==> config.mk <==
export PLATFORM = sky130hd
export DESIGN_NAME = asr_queue
export DESIGN_NICKNAME = d
export VERILOG_FILES = /design/src/hw/rtl/asr_pkg.sv /design/src/hw/rtl/asr_queue.sv
export SDC_FILE = /design/constraint.sdc
export NUM_CORES = 1
export LEC_CHECK = 0
export ABC_AREA = 1
export BUFFER_PORTS_ARGS = -buffer_cell sky130_fd_sc_hd__buf_2
export CORE_MARGIN = 2
export CORE_UTILIZATION = 54
export CTS_BUF_LIST = sky130_fd_sc_hd__clkbuf_16
export CTS_CLUSTER_SIZE = 40
export DETAILED_ROUTE_END_ITERATION = 12
export PLACE_DENSITY_LB_ADDON = 0.3
export SYNTH_ARGS = -nofsm -noshare
export SYNTH_HDL_FRONTEND = slang
export SYNTH_SLANG_ARGS = --single-unit
==> constraint.sdc <==
create_clock -name clk -period 2 [get_ports clk]
set_clock_uncertainty 0.1 [all_clocks]
set_input_delay 0.1 -clock clk [delete_from_list [all_inputs] [get_ports clk]]
set_output_delay 0.1 -clock clk [all_outputs]
set_load 0.005 [all_outputs]
==> src/hw/rtl/asr_pkg.sv <==
// ----------------------------------------------------------------------------
// asr_pkg
// Shared types and constants for the axis sum/mean reduction block.
// ----------------------------------------------------------------------------
package asr_pkg;

  localparam int SAMPLE_W = 16;
  localparam int LEN_W    = 11;
  localparam int SUM_W    = 27;
  localparam int RES_W    = 26;
  localparam int QDEPTH   = 4;
  localparam int QPTR_W   = 2;

  // Register indexes of the configuration port
  localparam logic [1:0] REG_AXIS_LENGTH  = 2'd0;
  localparam logic [1:0] REG_INNER_STRIDE = 2'd1;
  localparam logic [1:0] REG_MEAN_MODE    = 2'd2;

  typedef struct packed {
    logic signed [SAMPLE_W-1:0] sample;
    logic                       last_element;
  } in_item_t;

  typedef struct packed {
    logic signed [RES_W-1:0] reduced_value;
    logic                    last_result;
  } out_item_t;

  // Effective (clamped) shape and mode
  typedef struct packed {
    logic [LEN_W-1:0] len;
    logic [LEN_W-1:0] stride;
    logic             mean;
  } shape_t;

  // One classified item waiting for the accumulate stage
  typedef struct packed {
    logic signed [SAMPLE_W-1:0] sample;
    logic [LEN_W-1:0]           pos;
    logic                       first;
    logic                       emit;
    logic                       last;
  } q_entry_t;

endpackage

==> src/hw/rtl/asr_queue.sv <==
// ----------------------------------------------------------------------------
// asr_queue
// Short FIFO of classified items between front and back.
// ----------------------------------------------------------------------------
module asr_queue
  import asr_pkg::*;
(
  input  logic     clk,
  input  logic     rst_n,
  input  logic     push,
  input  q_entry_t push_data,
  output logic     full,
  input  logic     pop,
  output logic     valid,
  output q_entry_t pop_data
);

  q_entry_t          mem_r [QDEPTH];
  logic [QPTR_W-1:0] wptr_r, rptr_r;
  logic [QPTR_W:0]   count_r;

  assign full     = (count_r == (QPTR_W+1)'(QDEPTH));
  assign valid    = (count_r != '0);
  assign pop_data = mem_r[rptr_r];

  // Store entries
  always_ff @(posedge clk) begin
    if (push) begin
      mem_r[wptr_r] <= push_data;
    end
  end

  // Advance pointers and count
  always_ff @(posedge clk) begin
    if (!rst_n) begin
      wptr_r  <= '0;
      rptr_r  <= '0;
      count_r <= '0;
    end else begin
      if (push) wptr_r <= wptr_r + 1'b1;
      if (pop)  rptr_r <= rptr_r + 1'b1;
      count_r <= count_r + (QPTR_W+1)'(push) - (QPTR_W+1)'(pop);
    end
  end

endmodule

==> results.rst <==
.. list-table::
   :header-rows: 1

   * - Metric
     - Value
   * - DRT Wirelength
     - 9.168 mm
   * - Buffers inserted by post-CTS timing repair
     - 0
   * - Share of the yosys chip area belonging to registers
     - 73.63%
   * - Kind of capture point of the worst setup path
     - output port
   * - Die Outline Area
     - 10,310 um^2
   * - Avg Inst Size Synth
     - 12.69 um^2
   * - Remaining Overflow, GRT
     - 0
   * - Antenna-violating nets left
     - 0
   * - Initial antenna violation count
     - 0
   * - Worst-Margin Slew
     - 0.3548 ns
   * - Post-cts resize count
     - 0
   * - Largest net degree at the start of global routing
     - 49
   * - Summed area of non-filler cells in the final layout
     - 6546 um^2
   * - Syn_nets
     - 446
   * - Slew headroom
     - 76.35%
   * - I/O Pins
     - 66
   * - Most frequent standard cell in the layout excluding fill and tap cells
     - sky130_fd_sc_hd__edfxtp_1
   * - Top post-synthesis cells by area
     - sky130_fd_sc_hd__edfxtp_1 (70%), sky130_fd_sc_hd__inv_1 (5.5%), sky130_fd_sc_hd__nand2_1 (5.1%), sky130_fd_sc_hd__o211ai_1 (4.4%), sky130_fd_sc_hd__a21oi_1 (3.5%)
   * - Nets
     - 557
   * - Data required time at the worst endpoint
     - 1.80 ns
   * - Global-route usage over all layers
     - 19.44%
   * - Height of the chip
     - 101.6 um
   * - Leading cell types in the layout, fill and taps excluded
     - sky130_fd_sc_hd__edfxtp_1 (120), sky130_fd_sc_hd__inv_1 (75), sky130_fd_sc_hd__nand2_1 (70), sky130_fd_sc_hd__buf_2 (65), sky130_fd_sc_hd__a21oi_1 (36)
   * - Pwr Density
     - 1018 nW/um^2
   * - Number of placed instances with taps included
     - 592
   * - PortBufs
     - 65
   * - CTS HTree Levels
     - 4
   * - DP Area
     - 5630 um^2
   * - Clock-pin transition on the worst setup and hold timing paths
     - 0.06 ns
   * - DRC Markers
     - 0
   * - Root cell of the clock tree
     - sky130_fd_sc_hd__clkbuf_16
   * - Number of detailed-route iterations in the first pass
     - 4
   * - Cell count after synthesis
     - 405
   * - Top cell type's share of synthesized area
     - 70.12%
   * - Flip-flop and latch count after synthesis
     - 129
   * - Kind of launch point of the worst setup path
     - flop
   * - Gpl congestion
     - 0.7275
   * - Effective utilization at floorplan
     - 55.61%
   * - Filler-free cell count of the finished design
     - 658
   * - Layout area overhead
     - 27.39%
   * - Share of layout cells above drive strength 1
     - 21.17%
   * - Number of design-rule violations left by the first detailed-router iteration
     - 177
   * - Run status
     - finished, final reports clean
   * - Width of the chip
     - 101.6 um
   * - Final count of hold timing violations
     - 0
   * - Synth Warn #
     - 0
   * - Sum of internal, switching and leakage power
     - 6.663 mW
   * - Final period demand of the worst path
     - 1.848 ns
   * - Clock insertion delay at the later pin of the skew report
     - 0.41 ns
   * - Num rows
     - 35
   * - Final setup violation count
     - 0
   * - Final TNS setup
     - 0 ns
   * - Total clock sinks
     - 129
   * - Worst setup slack for register-to-register paths
     - 0.35 ns
   * - Leak
     - 2.664 nW
   * - Clock buffers created by TritonCTS
     - 17
   * - Maximum count of clock buffers along a single path
     - 2
   * - Detail-routed net length per standard cell
     - 13.93 um
   * - Netlist cell types
     - 16
   * - Detail-routed via count per cell
     - 4.863
   * - Category of the critical setup timing path
     - flop to output port
   * - Final setup margin
     - 0.1523 ns
   * - Hold WC Path Type
     - input pin to flop
   * - Highest Clock Rate
     - 0.5412 GHz
   * - Unrepaired setup endpoints after global routing
     - false
   * - Global-route wire length before repair
     - 14.58 mm
   * - Pins over their slew limit
     - 0
   * - Cell taking the most area after synthesis
     - sky130_fd_sc_hd__edfxtp_1
   * - Post-synthesis cell area
     - 5139 um^2
   * - Final worst-path cycle share
     - 92.38%
   * - Setup slack after placement
     - 0.3520 ns
   * - Core area
     - 9240 um^2
   * - Routed via count
     - 3,200
   * - Vias in the first global route
     - 3,025
   * - Highest net fanout along the worst path
     - 44
   * - Max-cap viol count
     - 0
   * - Largest vdd supply drop
     - 645.9 uV
   * - DPL Wire Length
     - 5.408 mm
   * - Diodes inserted
     - 0
   * - Clock tree from TritonCTS
     - yes
   * - Signal arrival time at the worst endpoint
     - 1.65 ns
==> layout make-up <==
cell class	instances	area (um^2)
clock inverter	15	150.1
inverter	75	281.5
clock buffer	17	425.4
timing repair buffer	112	788.3
fill	628	2694
sequential	129	3789
multi-input combinational	181	950.9
tap	129	161.4
==> power breakdown <==
| part | leakage (nW) | total [mW] | internal [mW] | switching [mW] |
|---|---|---|---|---|
| registers | 1.18 | 3.13 | 3.08 | 0.0460 |
| clock network | 0.276 | 2.93 | 1.75 | 1.18 |
| logic | 1.21 | 0.606 | 0.262 | 0.344 |
==> cells in the mapped netlist <==
cell and count:
sky130_fd_sc_hd__a21oi_1 36, sky130_fd_sc_hd__buf_2 11, sky130_fd_sc_hd__buf_4 7, sky130_fd_sc_hd__buf_6 1
sky130_fd_sc_hd__clkbuf_1 1, sky130_fd_sc_hd__dfxtp_1 9, sky130_fd_sc_hd__edfxtp_1 120, sky130_fd_sc_hd__fa_1 1
sky130_fd_sc_hd__ha_1 6, sky130_fd_sc_hd__inv_1 75, sky130_fd_sc_hd__nand2_1 70, sky130_fd_sc_hd__nand3_1 2
sky130_fd_sc_hd__nor2_1 2, sky130_fd_sc_hd__o211ai_1 30, sky130_fd_sc_hd__o21ai_0 24, sky130_fd_sc_hd__o21ai_1 10
==> critical path: stages (launching register included) <==
cell	delay (ns)
sky130_fd_sc_hd__dfxtp_4	0.55
sky130_fd_sc_hd__buf_12	0.25
sky130_fd_sc_hd__nand2_1	0.09
sky130_fd_sc_hd__o211ai_1	0.10
sky130_fd_sc_hd__nand2_1	0.10
sky130_fd_sc_hd__buf_2	0.13
==> through the flow <==
step	util, %	hold slack, ns
3_3_place_gp	60.93	0.2105
2_1_floorplan	-	0.09191
4_1_cts	70.85	0.3197
5_1_grt	70.85	0.3319
3_5_place_dp	60.93	0.2148
6_report	70.85	0.3368
==> cells by family after synthesis <==
family,Yosys count,synth area share (%)
AOI/OAI and AO/OA,100,11.20
adders and majority gates,7,1.850
buffers and inverters,95,7.864
DFF,129,73.63
and+or+nand+nor,74,5.454
==> worst paths after layout <==
| path | from | to | cells past startpoint |
|---|---|---|---|
| setup / recovery | flop | pop_data[17] | 5 |
| hold / removal | push_data[9] | mem_r[1][9] | 2 |
| setup reg to reg | count_r[0] | count_r[2] | 7 |
| hold reg to reg | rptr_r[1] | flop | 2 |
==> flip-flops by register name, summed over array words and instances, names as in the netlist, named ones only <==
| signal | flops |
|---|---|
| rptr_r | 2 |
| count_r | 3 |
| wptr_r | 2 |
| mem_r | 120 |
==> routing by layer <==
metal / global-route usage, % / vias up / part of all wire [%]
li1: - / 1615 / -
met1: 23.91 / 1501 / 43
met2: 32.03 / 75 / 51
met3: 6.280 / 9 / 4.9
met4: 7.796 / 0 / 0.99
met5: 0 / - / 0
==> timing repair <==
item                                    4_1_cts  5_1_grt
hold buffers                                 34        0
endpoints found under the hold margin       129        0
endpoints found under the setup margin        0        0
Note: power is estimated with default switching activity, not from simulation.
